===== src/rtl/prm_pkg.sv =====
// Shared constants, codes and types of the region memory map.
package prm_pkg;

  localparam int MAX_REGION_COUNT = 16;
  localparam int REGION_IW = (MAX_REGION_COUNT > 1) ? $clog2(MAX_REGION_COUNT) : 1;
  localparam int COUNT_W = $clog2(MAX_REGION_COUNT + 1);

  // Backing store depth is a power of two, 2^16 entries.
  localparam int BACKING_AW = 16;
  localparam int BACKING_DEPTH = 1 << BACKING_AW;

  localparam int QUEUE_DEPTH = 2;
  localparam int QUEUE_AW = (QUEUE_DEPTH > 1) ? $clog2(QUEUE_DEPTH) : 1;
  localparam int QUEUE_CW = $clog2(QUEUE_DEPTH + 1);

  localparam logic [2:0] CMD_READ     = 3'd0;
  localparam logic [2:0] CMD_WRITE    = 3'd1;
  localparam logic [2:0] CMD_MAP_ROM  = 3'd2;
  localparam logic [2:0] CMD_MAP_RAM  = 3'd3;
  localparam logic [2:0] CMD_MAP_FILL = 3'd4;
  localparam logic [2:0] CMD_LOAD     = 3'd5;

  localparam logic [1:0] KIND_ROM  = 2'd0;
  localparam logic [1:0] KIND_RAM  = 2'd1;
  localparam logic [1:0] KIND_FILL = 2'd2;

  localparam logic [1:0] OP_NONE  = 2'd0;
  localparam logic [1:0] OP_READ  = 2'd1;
  localparam logic [1:0] OP_WRITE = 2'd2;

  // Classified beat handed from the front to the back.
  typedef struct packed {
    logic [1:0]            op;
    logic [BACKING_AW-1:0] index;
    logic [7:0]            wdata;
    logic [7:0]            rd;
    logic                  mapped;
    logic                  map_accepted;
  } op_t;

endpackage


===== src/rtl/prm_queue.sv =====
// Short queue of classified beats between the front and the back.
module prm_queue import prm_pkg::*; (
  input  logic clk,
  input  logic rst,
  input  logic push,
  input  op_t  push_op,
  output logic full,
  output logic head_valid,
  output op_t  head,
  input  logic pop
);

  op_t                 entries [QUEUE_DEPTH];
  logic [QUEUE_AW-1:0] wptr;
  logic [QUEUE_AW-1:0] rptr;
  logic [QUEUE_CW-1:0] count;

  assign full       = (count == QUEUE_CW'(QUEUE_DEPTH));
  assign head_valid = (count != '0);
  assign head       = entries[rptr];

  always_ff @(posedge clk) begin
    if (push) begin
      entries[wptr] <= push_op;
    end
  end

  always_ff @(posedge clk) begin
    if (rst) begin
      wptr  <= '0;
      rptr  <= '0;
      count <= '0;
    end else begin
      if (push) begin
        wptr <= (wptr == QUEUE_AW'(QUEUE_DEPTH - 1)) ? '0 : wptr + QUEUE_AW'(1);
      end
      if (pop) begin
        rptr <= (rptr == QUEUE_AW'(QUEUE_DEPTH - 1)) ? '0 : rptr + QUEUE_AW'(1);
      end
      if (push && !pop) begin
        count <= count + QUEUE_CW'(1);
      end else if (pop && !push) begin
        count <= count - QUEUE_CW'(1);
      end
    end
  end

endmodule


===== config.mk =====
export PLATFORM = sky130hd
export DESIGN_NAME = prm_queue
export DESIGN_NICKNAME = d
export VERILOG_FILES = /design/src/rtl/prm_pkg.sv /design/src/rtl/prm_queue.sv
export SDC_FILE = /design/constraint.sdc
export NUM_CORES = 1
export LEC_CHECK = 0
export ABC_AREA = 1
export BUFFER_PORTS_ARGS = -buffer_cell sky130_fd_sc_hd__buf_2
export CAP_MARGIN = 40
export CORE_ASPECT_RATIO = 0.6
export CORE_MARGIN = 1
export CORE_UTILIZATION = 48
export DETAILED_ROUTE_END_ITERATION = 6
export PLACE_DENSITY = 0.74
export SYNTH_ARGS = -nofsm -noshare
export SYNTH_HDL_FRONTEND = slang
export SYNTH_SLANG_ARGS = --single-unit

===== constraint.sdc =====
create_clock -name clk -period 4.7 [get_ports clk]
set_input_delay 0 -clock clk [delete_from_list [all_inputs] [get_ports clk]]
set_output_delay 0 -clock clk [all_outputs]
set_load 0.05 [all_outputs]

# Word-level counts from Yosys, hierarchy flattened
# Memories as Yosys holds them, arrays and structs flattened. A register that Yosys moved wholly into a read port is not among the register bits.
# Cells that the tools add are included.
# totals
out_inout_bits,38
ramBits,72
memories,1
register_bits,4
inputBits,40
# classes
eq_ne,1
muxes,8
reduce_logical,6
n_addsub,4
# mem_list
memory,depth,word_bits,rd,rd_clocked_by_memory_dff,wr,line,text
entries,2,36,1,1,1,prm_queue.sv:13,op_t entries [QUEUE_DEPTH];
# ops
cell,n
2-to-1 mux 1 bit,6
2-to-1 mux 2 bit,2
nonzero test 2 bit,2
"adder 1 bit, second input constant",2
"adder 2 x 1 -> 2 bit, second input constant",1
"== test 2 bit, second input constant",1
logical AND 1 bit,2
zero test 1 bit,2
"subtractor 2 x 1 -> 2 bit, second input constant",1

# Depth between registers and ports, before layout
# depth
depth_word,4
depth_mapped,8
mapped_depth_nobuf,8

# Worst setup path before layout
# Ideal clock, no wire load.
# synth_timing
kind,reg2reg
from,register wptr
to,"memory entries[0][0] in the netlist's numbering, enable pin"
arrival_time_ns,1.841
required_time_ns,4.270
path_slack_ns,2.429
stages_incl_launch_ff,2
cell_sequence,dfxtp_1 nor2_1
# synth_rtl
item,line,text
"start, declared",prm_queue.sv:14,logic [QUEUE_AW-1:0] wptr;
"start signal, assigned",prm_queue.sv:35,wptr <= (wptr == QUEUE_AW'(QUEUE_DEPTH - 1)) ? '0 : wptr + QUEUE_AW'(1);
"end, declared",prm_queue.sv:13,
# Straight into the memory's write port.

==> results.md <==
* Status: completed
* Area grow syn2layout at 36.68%
* Yosys reg bits at 77
* Final hold viol count at 0
* Mapped Area at between 2000 and 3000 um2
* Stages on worst setup path at 3
* CP Cell Sequence: buf_12 > mux2_2 > buf_2
* Cts hold-fix bufs at 40
* Total wire length at between 5 and 6 mm
* Yosys top cell by area: edfxtp_1
* Fill cells at roughly 390
* Synth top area cells: edfxtp_1, mux2_4, dfxtp_1
* Worst-case clock buffer depth at 2
* R2R cell count at 3
* CP Capture Type: output port
* PostCTS Resize Cnt at 0
* CP max-delay cell: dfxtp_2
* ANT cells at 0
* Routed wire length per instance at about 15 um
* Leak at 1.662 nW
* Nets at 313
* First-pass GRT wire length at 8.369 mm
* Vias at approximately 1600
* Unrepaired setup endpoints after global routing: no
* Most frequent cell after synthesis: edfxtp_1
* Slew Viols, Final at 0
* Vias in the first global route at 1708
* Vias/cell at roughly 4.6
* Slew HR at 51.98%
* Buf/Inv on CP at 2
* Row cnt at 21
* Largest net degree at the start of global routing at 23
* Placed insts at ~300
* Detailed Place HPWL at 3.154 mm
* WP data required at ~4.7 ns
* Worst EP arrival at 1.89 ns
* Clock latency at the later pin of the worst-skew pair at 0.33 ns
* Core area at 5781 um2
* Maximum vdd drop at ~0.00028 V
* Chip width at slightly above 100 um
* Seq/Total Area, Yosys at 75.97%
* Die Area at 6533 um2
* Worst Hold Depth at 2
* Final std cells w/o fill at 357
* Synth async-reset ratio at 0%
* Ports at 78
* Final Power at 0.001639 W
* Setup tns final at 0 ns
* Endpoints failing setup at 0
* Initial Util at 51.52%
* Crit path kind: flop to output port
* Hold Crit Class: input pin to flop
* Final min period at between 1.5 and 2 ns
* Initial DRC Count at 70
* Initial antenna violation count at 0
* Layout cells sized above 1 at 48.01%
* Root Buffer: clkbuf_8
* Hold Slack at between 0.3 and 0.4 ns
* Max-cap violations at 0
* FF-to-FF Start: wptr
* Worst-path clk slew at 0.07 ns
* Synth top area share at between 70 and 80%
* Syn_nets at 186
* Fin crit share at 40.16%
* CTS tree: done
* Top cells by count, synth: edfxtp_1, mux2_4, inv_1
* Clk_skew at around 0.006 ns
* Setup Buffers After CTS at 0
* Gr usage total at 17.70%
* Pre-Repair DR Iteration Count at 6
* CP Max Fanout at 19
* Depth of the CTS H-tree at 3
* Worst setup endpoint: head[20]
* Tightest Pin Transition at 0.7196 ns
* Syn. warnings at 0
* CP Launch Type: flop
* Port Buffer Count at 77
* Chip Height at 63.01 um
* GP Congestion at 0.6794
* Worst reg2reg endpoint: entries[1][1]
* Ys flop type: edfxtp_1
* PwrDens at approximately 400 nW/um2
* Setup slack, reg-to-reg at 2.96 ns
* # clock sinks at 77
* Syn Area/Cell at around 21 um2
* Largest stage delay, worst path at 0.72 ns
* Post-synthesis cell count at 145
* Peak Freq at 529.8 MHz
* EDFF count, synth at 72
* Drt drc at 0
* CTS Buf Count at 9
* ANT nets after route at 0
* Global route overflow at 0
* Yosys cell types at 16
* Top delay family on crit path: flip-flops
[placed cells by master, fill, tap and decap left out]
| cell | Yosys | final |
|---|---|---|
| clkinv_4 | 0 | 1 |
| nand4_1 | 1 | 1 |
| inv_1 | 9 | 9 |
| mux2_4 | 30 | 30 |
| xnor2_1 | 1 | 1 |
| clkinvlp_4 | 0 | 1 |
| ha_1 | 1 | 1 |
| bufinv_16 | 0 | 2 |
| clkinv_1 | 0 | 1 |
| nor2_4 | 0 | 1 |
| dfxtp_2 | 0 | 1 |
| buf_4 | 0 | 1 |
| buf_16 | 0 | 1 |
| nand2_1 | 6 | 6 |
| dlygate4sd3_1 | 0 | 40 |
| dfxtp_1 | 5 | 4 |
| nor3_1 | 1 | 1 |
| buf_12 | 3 | 1 |
| buf_2 | 0 | 77 |
| edfxtp_1 | 72 | 72 |
| a21oi_1 | 1 | 1 |
| nand3_1 | 1 | 1 |
| nor2_1 | 6 | 5 |
| mux2_2 | 6 | 6 |
| clkinv_2 | 0 | 2 |
| clkbuf_8 | 0 | 9 |
| o21ai_0 | 1 | 1 |
[cells by family after synthesis]
group / share of synthesized area, %
AO/OA/AOI/OAI: 0.3358
XOR/XNOR: 0.2942
adder cells (fa/ha/maj): 0.4201
buffers and inverters: 3.529
flip-flops: 75.97
multiplexers: 17.39
AND/OR/NAND/NOR: 2.059
[registers in the layout (all words and copies together), names as in the netlist, named ones only]
| register | cells |
|---|---|
| entries | 72 |
| count | 2 |
| rptr | 1 |
| wptr | 1 |
[worst min-delay path by stage]
| stage | startpoint | slack (ns) | to |
|---|---|---|---|
| after floorplan | rst | 0.07 | flop |
| after global placement | push_op[8] | 0.19 | entries[0][8] |
| after detailed placement | push_op[24] | 0.19 | entries[1][24] |
| after CTS | push_op[16] | 0.36 | entries[1][16] |
| after global routing | push_op[5] | 0.37 | entries[1][5] |
| final | push_op[27] | 0.38 | entries[1][27] |
[metrics by stage]
stage / util [%] / worst slack (ns) / instance area, um2
6_report: 70.41 / 2.812 / 4070
5_1_grt: 70.41 / 2.703 / 4070
4_1_cts: 70.41 / 2.750 / 4070
3_5_place_dp: 59.78 / 2.955 / 3456
3_3_place_gp: 58.96 / 2.953 / 3408
2_1_floorplan: - / 2.429 / 2978
[worst reg2reg max path, cell delays in order (launching register included)]
cell	delay (ns)
dfxtp_1	0.40
nand2_1	0.07
inv_1	0.53
buf_4	0.42
[layer usage]
layer | track usage, % | routed length [um]
met1 | 19.82 | 2222
met2 | 31.46 | 2648
met3 | 6.674 | 339
met4 | 5.893 | 45
met5 | 0 | 0
[power breakdown]
| group | total [W] | switching (W) | internal [W] |
|---|---|---|---|
| clock | 0.000520 | 0.000224 | 0.000296 |
| combinational | 0.000309 | 0.000192 | 0.000117 |
| sequential | 0.000810 | 0.0000185 | 0.000791 |
[final cells by class]
type,count,area (um2),share of cell area (%)
clock buffer,9,123.9,3.043
clock inverter,7,90.09,2.213
inverter,9,33.78,0.8300
multi-input combinational,55,618.1,15.19
sequential,77,2263,55.61
tap,80,100.1,2.459
timing repair buffer,120,840.8,20.66
Power figures use the tool's default switching activity.
