===== config.mk =====
export PLATFORM = sky130hd
export DESIGN_NAME = prm_front_flat
export DESIGN_NICKNAME = d
export VERILOG_FILES = /design/src/rtl/prm_pkg.sv /design/src/rtl/prm_in_if.sv /design/src/rtl/prm_front.sv /design/src/flat_wrapper.sv
export SDC_FILE = /design/constraint.sdc
export NUM_CORES = 2
export LEC_CHECK = 0
export BUFFER_PORTS_ARGS = -buffer_cell sky130_fd_sc_hd__buf_2
export CORE_MARGIN = 5
export CORE_UTILIZATION = 42
export DETAILED_ROUTE_END_ITERATION = 12
export GPL_ROUTABILITY_DRIVEN = 1
export GPL_TIMING_DRIVEN = 1
export PLACE_DENSITY = 0.55
export SYNTH_ARGS = -nofsm -noshare
export SYNTH_HDL_FRONTEND = slang
export SYNTH_SLANG_ARGS = --single-unit

===== constraint.sdc =====
create_clock -name clk -period 9.8 [get_ports clk]
set_input_delay 0.49 -clock clk [delete_from_list [all_inputs] [get_ports clk]]
set_output_delay 0.49 -clock clk [all_outputs]
set_load 0.01 [all_outputs]

===== src/rtl/prm_pkg.sv =====
// Shared constants, codes and types of the region memory map.
package prm_pkg;

  localparam int MAX_REGION_COUNT = 16;
  localparam int REGION_IW = (MAX_REGION_COUNT > 1) ? $clog2(MAX_REGION_COUNT) : 1;
  localparam int COUNT_W = $clog2(MAX_REGION_COUNT + 1);

  // Backing store depth is a power of two, 2^16 entries.
  localparam int BACKING_AW = 16;
  localparam int BACKING_DEPTH = 1 << BACKING_AW;

  localparam int QUEUE_DEPTH = 2;
  localparam int QUEUE_AW = (QUEUE_DEPTH > 1) ? $clog2(QUEUE_DEPTH) : 1;
  localparam int QUEUE_CW = $clog2(QUEUE_DEPTH + 1);

  localparam logic [2:0] CMD_READ     = 3'd0;
  localparam logic [2:0] CMD_WRITE    = 3'd1;
  localparam logic [2:0] CMD_MAP_ROM  = 3'd2;
  localparam logic [2:0] CMD_MAP_RAM  = 3'd3;
  localparam logic [2:0] CMD_MAP_FILL = 3'd4;
  localparam logic [2:0] CMD_LOAD     = 3'd5;

  localparam logic [1:0] KIND_ROM  = 2'd0;
  localparam logic [1:0] KIND_RAM  = 2'd1;
  localparam logic [1:0] KIND_FILL = 2'd2;

  localparam logic [1:0] OP_NONE  = 2'd0;
  localparam logic [1:0] OP_READ  = 2'd1;
  localparam logic [1:0] OP_WRITE = 2'd2;

  // Classified beat handed from the front to the back.
  typedef struct packed {
    logic [1:0]            op;
    logic [BACKING_AW-1:0] index;
    logic [7:0]            wdata;
    logic [7:0]            rd;
    logic                  mapped;
    logic                  map_accepted;
  } op_t;

endpackage


===== src/rtl/prm_in_if.sv =====
// Input channel: one bus or map command per beat.
interface prm_in_if;
  logic        valid;
  logic        ready;
  logic [2:0]  cmd;
  logic [15:0] address;
  logic [7:0]  write_data;
  logic [15:0] region_length;
  logic [7:0]  fill_value;
  logic [15:0] region_base;

  modport source (output valid, cmd, address, write_data, region_length, fill_value,
                  region_base, input ready);
  modport sink (input valid, cmd, address, write_data, region_length, fill_value,
                region_base, output ready);
endinterface


===== src/rtl/prm_front.sv =====
// Front end: region table, newest-first address search and command classification.
module prm_front import prm_pkg::*; (
  input  logic       clk,
  input  logic       rst,
  input  logic       cfg_we,
  input  logic [7:0] cfg_wdata,
  prm_in_if.sink     req,
  input  logic       queue_full,
  output logic       push,
  output op_t        push_op
);

  logic [15:0]        start_addr  [MAX_REGION_COUNT];
  logic [15:0]        end_addr    [MAX_REGION_COUNT];
  logic [1:0]         region_kind [MAX_REGION_COUNT];
  logic [7:0]         fill_byte   [MAX_REGION_COUNT];
  logic [15:0]        base_offset [MAX_REGION_COUNT];
  logic [COUNT_W-1:0] used_entries;
  logic [7:0]         default_fill;

  logic                 hit;
  logic [REGION_IW-1:0] hit_idx;
  logic [15:0]          offset;
  logic [15:0]          store_sum;
  logic                 table_full;
  logic                 is_map;
  logic                 do_map;
  logic [1:0]           map_kind;
  logic [15:0]          span;
  logic [15:0]          end_new;

  assign req.ready = !queue_full;
  assign push      = req.valid && !queue_full;

  // Later entries override earlier ones, so the newest hit wins.
  always_comb begin
    hit     = 1'b0;
    hit_idx = '0;
    for (int i = 0; i < MAX_REGION_COUNT; i++) begin
      if (COUNT_W'(i) < used_entries && req.address >= start_addr[i] &&
          req.address <= end_addr[i]) begin
        hit     = 1'b1;
        hit_idx = REGION_IW'(i);
      end
    end
  end

  assign offset     = req.address - start_addr[hit_idx];
  assign store_sum  = base_offset[hit_idx] + offset;
  assign table_full = (used_entries == COUNT_W'(MAX_REGION_COUNT));
  assign is_map     = (req.cmd == CMD_MAP_ROM) || (req.cmd == CMD_MAP_RAM) ||
                      (req.cmd == CMD_MAP_FILL);
  assign do_map     = push && is_map && !table_full;
  assign span       = (req.region_length != 16'd0) ? (req.region_length - 16'd1) : 16'd0;
  assign end_new    = req.address + span;

  always_comb begin
    unique case (req.cmd)
      CMD_MAP_RAM:  map_kind = KIND_RAM;
      CMD_MAP_FILL: map_kind = KIND_FILL;
      default:      map_kind = KIND_ROM;
    endcase
  end

  always_comb begin
    push_op              = '0;
    push_op.wdata        = req.write_data;
    push_op.index        = store_sum[BACKING_AW-1:0];
    unique case (req.cmd)
      CMD_READ: begin
        push_op.mapped = hit;
        if (!hit) begin
          push_op.rd = default_fill;
        end else if (region_kind[hit_idx] == KIND_FILL) begin
          push_op.rd = fill_byte[hit_idx];
        end else begin
          push_op.op = OP_READ;
        end
      end
      CMD_WRITE: begin
        push_op.mapped = hit;
        if (hit && region_kind[hit_idx] == KIND_RAM) begin
          push_op.op = OP_WRITE;
        end
      end
      CMD_MAP_ROM, CMD_MAP_RAM, CMD_MAP_FILL: begin
        push_op.map_accepted = !table_full;
      end
      CMD_LOAD: begin
        push_op.op    = OP_WRITE;
        push_op.index = req.address[BACKING_AW-1:0];
      end
      default: begin
        push_op.op = OP_NONE;
      end
    endcase
  end

  always_ff @(posedge clk) begin
    if (rst) begin
      used_entries <= '0;
      default_fill <= 8'd0;
    end else begin
      if (cfg_we) begin
        default_fill <= cfg_wdata;
      end
      if (do_map) begin
        used_entries <= used_entries + COUNT_W'(1);
      end
    end
  end

  // Append at the first free entry.
  always_ff @(posedge clk) begin
    if (do_map) begin
      start_addr[used_entries[REGION_IW-1:0]]  <= req.address;
      end_addr[used_entries[REGION_IW-1:0]]    <= end_new;
      region_kind[used_entries[REGION_IW-1:0]] <= map_kind;
      fill_byte[used_entries[REGION_IW-1:0]]   <= req.fill_value;
      base_offset[used_entries[REGION_IW-1:0]] <= req.region_base;
    end
  end

endmodule


===== src/flat_wrapper.sv =====
// flat-port wrapper written by rule: the top's interface ports become plain ports
module prm_front_flat import prm_pkg::*;
  (clk, rst, cfg_we, cfg_wdata, queue_full, push, push_op, req_valid, req_cmd, req_address, req_write_data, req_region_length, req_fill_value, req_region_base, req_ready);
  prm_in_if req_i ();
  input  logic clk;
  input  logic rst;
  input  logic cfg_we;
  input  logic [7:0] cfg_wdata;
  input  logic queue_full;
  output logic push;
  output op_t push_op;
  input wire logic [$bits(req_i.valid)-1:0] req_valid;
  input wire logic [$bits(req_i.cmd)-1:0] req_cmd;
  input wire logic [$bits(req_i.address)-1:0] req_address;
  input wire logic [$bits(req_i.write_data)-1:0] req_write_data;
  input wire logic [$bits(req_i.region_length)-1:0] req_region_length;
  input wire logic [$bits(req_i.fill_value)-1:0] req_fill_value;
  input wire logic [$bits(req_i.region_base)-1:0] req_region_base;
  output wire logic [$bits(req_i.ready)-1:0] req_ready;
  assign req_i.valid = req_valid;
  assign req_i.cmd = req_cmd;
  assign req_i.address = req_address;
  assign req_i.write_data = req_write_data;
  assign req_i.region_length = req_region_length;
  assign req_i.fill_value = req_fill_value;
  assign req_i.region_base = req_region_base;
  assign req_ready = req_i.ready;
  prm_front u_core (.clk(clk), .rst(rst), .cfg_we(cfg_we), .cfg_wdata(cfg_wdata), .req(req_i), .queue_full(queue_full), .push(push), .push_op(push_op));
endmodule

# ---- Yosys cells after proc, flatten, opt, wreduce, memory -nomap -nowiden
# Memory sizes are Yosys's and may differ from the RTL's.
# Index checks and enable logic that the tools add are counted.
# W data, S select, Z words.
dict set report totals {
  register_bits 13
  ram_bits 928
  output_inout_bits 38
  word_cells 157
  memories 5
}
dict set report classes {
  addsub 5
  order_cmp 48
  eq_ne 8
  mux 45
  reduce_logical 44
}
# memory depth width rd rd_ports_with_merged_regs wr line
set mem_list {}
lappend mem_list {u_core.base_offset 16 16 1 0 1 prm_front.sv:17} ;# logic [15:0] base_offset [MAX_REGION_COUNT];
lappend mem_list {u_core.end_addr 16 16 16 0 1 prm_front.sv:14} ;# logic [15:0] end_addr [MAX_REGION_COUNT];
lappend mem_list {u_core.start_addr 16 16 17 0 1 prm_front.sv:13} ;# logic [15:0] start_addr [MAX_REGION_COUNT];
lappend mem_list {u_core.fill_byte 16 8 1 0 1 prm_front.sv:16} ;# logic [7:0] fill_byte [MAX_REGION_COUNT];
lappend mem_list {u_core.region_kind 16 2 1 0 1 prm_front.sv:15} ;# logic [1:0] region_kind [MAX_REGION_COUNT];
# operator n
set op_table {}
lappend op_table {{$ge A16 B16 Y1} 16}
lappend op_table {{$le A16 B16 Y1} 16}
lappend op_table {{$lt A4 B5 Y1 const A} 8}
lappend op_table {{$logic_and A1 B1 Y1} 36}
lappend op_table {{$add A16 B16 Y16} 2}
lappend op_table {{$mux W16} 2}
lappend op_table {{$mux W4} 8}
lappend op_table {{$mux W8} 3}
lappend op_table {{$mux W1} 23}
lappend op_table {{$lt A3 B5 Y1 const A} 4}
lappend op_table {{$reduce_bool A16 Y1} 1}
lappend op_table {{$sub A16 B1 Y16 const B} 1}
lappend op_table {{$sub A16 B16 Y16} 1}
lappend op_table {{$mux W3} 4}
lappend op_table {{$lt A1 B5 Y1 const A} 2}
lappend op_table {{$lt A2 B5 Y1 const A} 2}
lappend op_table {{$eq A3 B2 Y1 const B} 2}
lappend op_table {{$eq A3 B3 Y1 const B} 2}
lappend op_table {{$mux W2} 3}
lappend op_table {{$pmux W2 S3} 1}
lappend op_table {{$add A5 B1 Y5 const B} 1}
lappend op_table {{$eq A5 B5 Y1 const B} 1}
lappend op_table {{$pmux W2 S2} 1}
lappend op_table {{$eq A3 B1 Y1 const B} 1}
lappend op_table {{other kinds (7)} 9}

# ---- Logic depth before layout (Yosys ltp)
# An unclocked memory read counts as a cell.
dict set report depth {
  depth_word 24
  mapped_depth 36
  depth_no_buf 33
}

# ---- Worst setup path after synthesis
# No wires, ideal clock.
dict set report synth_timing {
  kind {in2out}
  start {in req_address[0]}
  end {out push_op[33] in the netlist's numbering}
  arrival_time_ns 7.768
  t_required_ns 9.310
  setup_slack_ns 1.542
  cell_stages 31
  cell_sequence {inv_1 > ha_1 > or3b_1 > o2111ai_1 > a31oi_1 > o21ai_0 > a22oi_1 > or4_4 > a211oi_4 > buf_2 > buf_2 > clkbuf_1 > clkbuf_1 > a311oi_1 > a21oi_1 > fa_1 > ha_1 > a21o_1 > a21oi_1 > o21bai_1 > a21oi_1 > o21bai_1 > a21oi_1 > o21ai_0 > or4_1 > a41oi_1 > o21ai_0 > a31o_1 > a22o_1 > a21boi_2 > xor2_1}
}
# element line
set synth_rtl {}
lappend synth_rtl {{start, declared} flat_wrapper.sv:14} ;# input wire logic [$bits(req_i.address)-1:0] req_address;
lappend synth_rtl {{end, declared} flat_wrapper.sv:11} ;# output op_t push_op;

==> results.yml <==
run_status:
  status: "complete, no violations"
critical_path:
  rr_endpoint: "u_core.end_addr[7][9]"
  crit_type: "flop to output port"
  r2r-start: "u_core.used_entries[0]"
  reg2reg_slack_ns: 5.54
  required_ns: 9.31
  worstPathArrival_ns: 8.89
  r2r_cells: 7
  end_kind: "output port"
  cp-start-kind: "flop"
  slowest_delay_ns: 0.57
  cpMaxStageDelayCell: "or4_1"
  crit_fanout: 38
routing:
  routed_via_density: 5.53
  drc_errors: 0
  post_drt_wl_per_cell_um: 23.8
  ant_nets: 0
  drt_iter0_markers: 2983
  wl_mm: 148
  dr.pass1.iters: 5
  vias: 34500
sta:
  layout_min_cycle_time_ns: 9.38
  slew_headroom_pct: 16.4
  setup_slack_ns: 0.417
  worst_pin_slew_ns: 1.25
  hold_violations: 0
  finClkSkew_ns: 0.0299
  slew_viol_final: 0
  max_freq_ghz: 0.107
  setup_viol: 0
  min_period_over_period_pct: 95.7
  worst_hold_slack_ns: 0.137
clocking:
  insertion_delay_ns: 0.73
  cts-root-buf: "clkbuf_16"
  cts.sinks: 941
  path_clk_slew_ns: 0.06
  cts_tree: "done"
  clockBufferDepth: 3
  numCtsBuffers: 101
  htreeDepth: 3
floorplan:
  die_w_um: 356
  start_util_pct: 42.1
  die_y_um: 356
  fp-row-count: 127
  core_area_um2: 119000
  ios: 118
  die_area_um2: 127000
placement:
  post-place-ws_ns: -0.210
  place_congestion: 0.906
  hpwl_mm: 97.9
  placed_area_um2: 53700
  io_buffers: 101
finish:
  area_delta_synth_final_pct: 13.6
  fin_nets: 5184
  final_util_pct: 47.8
  fin_area_um2: 57200
  drive_above_1_share_pct: 10.1
min_path:
  whs_endpoint: "u_core.base_offset[14][5]"
  hold_path.class: "input pin to flop"
  hold_depth: 1
  min_from: "req_region_base[5]"
synth:
  synthFlopType: "edfxtp_1"
  synth_edf_count: 928
  syn_nets: 4965
  ys_ff_latch: 941
  synth-seq-area-share_pct: 55.9
  synth_area_per_cell_um2: 11.6
  yosys_warnings: 0
  syn_inst: 4321
  synthArstFlopShare_pct: 0
  syn_area_um2: 50300
  synth_cell_types: 90
global_route:
  grt_use_total_pct: 23.0
  grt_pass1_wl_mm: 217
  grt_pass1_vias: 33600
  overflow: 0
  grt_max_degree: 121
  antenna_found_initial: 11
power_and_ir_drop:
  ir_worst_vdd_mv: 0.123
  p_per_area_nw_per_um2: 157
  leakage_nw: 23.5
flow_run:
  max_cap_viol_count: 0
-- Yosys cell counts, types with 8 or more instances --
cell type	instances	area share, %
a211oi_1	109	1.6
o21ai_0	228	2.3
o21a_1	18	0.27
and4_1	11	0.19
xor2_1	12	0.21
dfxtp_1	13	0.52
nor2b_1	53	0.66
a311oi_1	21	0.37
a21o_1	70	1.0
or4_1	8	0.12
and3_1	8	0.099
o21bai_1	13	0.19
nor4_1	14	0.17
nand3_1	114	1.1
nand2b_1	22	0.27
ha_1	548	14
or3_1	9	0.11
a211o_1	11	0.19
nor2_1	109	0.81
o211ai_1	148	2.2
edfxtp_1	928	55
buf_2	57	0.57
inv_1	559	4.2
a21boi_0	12	0.18
o22ai_1	14	0.17
nor3_1	31	0.31
a31oi_1	34	0.42
nand4_1	74	0.92
xnor2_1	24	0.42
nand2_1	523	3.9
clkbuf_1	65	0.48
nor3b_1	10	0.15
mux2i_1	50	0.99
a21oi_1	200	2.0
buf_1	9	0.067
a2111oi_0	10	0.17
fa_1	16	0.64
nand3b_1	40	0.60
buf_4	14	0.21
-- registers in the layout (all words and copies together) (netlist names) --
name,flops
u_core.used_entries,5
u_core.default_fill,8
u_core.region_kind,32
u_core.start_addr,256
u_core.base_offset,256
u_core.fill_byte,128
u_core.end_addr,256
-- worst max-delay path by stage --
stage | endpoint | cells after the start | from | slack (ns)
finish | push_op[33] | 32 | u_core.used_entries[3] | 0.42
global route | push_op[33] | 35 | u_core.start_addr[10][2] | -0.01
CTS | push_op[33] | 32 | u_core.start_addr[9][7] | 0.009
detailed placement | push_op[33] | 33 | req_address[4] | -0.21
global placement | push_op[33] | 33 | req_address[4] | -0.12
floorplan | push_op[33] | 31 | req_address[0] | 1.54
-- stage by stage --
stage          total power, mW  TNS, ns  cells
5_1_grt                   9.28  -0.0139   6231
2_1_floorplan             4.91        0   4321
4_1_cts                   9.04        0   6224
3_5_place_dp              5.31   -0.210   6034
3_3_place_gp              5.30   -0.122   6034
6_report                  8.97        0   6233
-- what timing repair did --
action                                 in CTS  in global routing
setup endpoints to repair                   1                  2
pin swaps                                   0                  3
gates cloned                                0                  3
buffers inserted                            0                  3
endpoints found under the hold margin       8                  0
hold buffers                                8                  0
resized for setup                           5                 18
-- cell usage in the layout (no fill, tap or decap), types with 16 or more instances in the layout --
cell type	count
fa_1	16
nand2_1	522
o211ai_1	148
a311oi_1	20
nor2_1	94
o21ai_0	226
clkinv_2	20
o21a_1	18
clkbuf_1	22
buf_2	100
nand2b_1	22
xnor2_1	22
a21o_1	70
nand4_1	74
a31oi_1	34
nand3b_1	40
mux2i_1	50
a211oi_1	108
nand3_1	114
inv_1	559
edfxtp_1	928
buf_4	129
a21oi_1	196
ha_1	548
clkbuf_16	105
nor3_1	27
clkinv_1	20
nor2b_1	53
buf_12	24
-- per-layer routing --
layer  vias to the layer above  wire length [µm]  track usage (%)
met5                         -                 0                0
met4                         0              3720             6.92
met3                       195             10600             4.08
met2                      1057             65300             35.3
met1                     16900             68400             33.3
li1                      16300                 -                -
-- cell families after synthesis --
group           after synthesis  share of synthesized area, %
simple gates               1045                          9.75
fa+ha+maj                   564                          14.3
mux                          55                          1.11
compound gates              969                          12.7
xor+xnor                     36                         0.627
buf+inv                     711                          5.66
flops                       941                          55.9
-- worst max-delay path: cells and delay by family (launching register included) --
kind / cells / cell delay [ns]
xor gates and xnor gates: 1 / 0.17
adders and majority gates: 2 / 0.84
buffers and inverters: 5 / 1.07
and+or+nand+nor: 4 / 1.59
DFF: 1 / 0.44
muxes: 1 / 0.10
AOI/OAI and AO/OA: 19 / 3.90
-- cell type report --
cell class | count | area [µm²]
timing repair buffer | 268 | 2180
tap | 1612 | 2020
antenna | 2 | 5.00
multi-input combinational | 2669 | 19600
clock inverter | 56 | 512
fill | 10900 | 62300
clock buffer | 126 | 2660
sequential | 941 | 28100
inverter | 559 | 2100
-- power by group --
part | internal, mW | switching [mW]
sequential | 4.49 | 0.00436
clock | 2.07 | 1.66
combinational | 0.238 | 0.511
total | 6.79 | 2.17
Note: power is estimated with default switching activity, not from simulation.
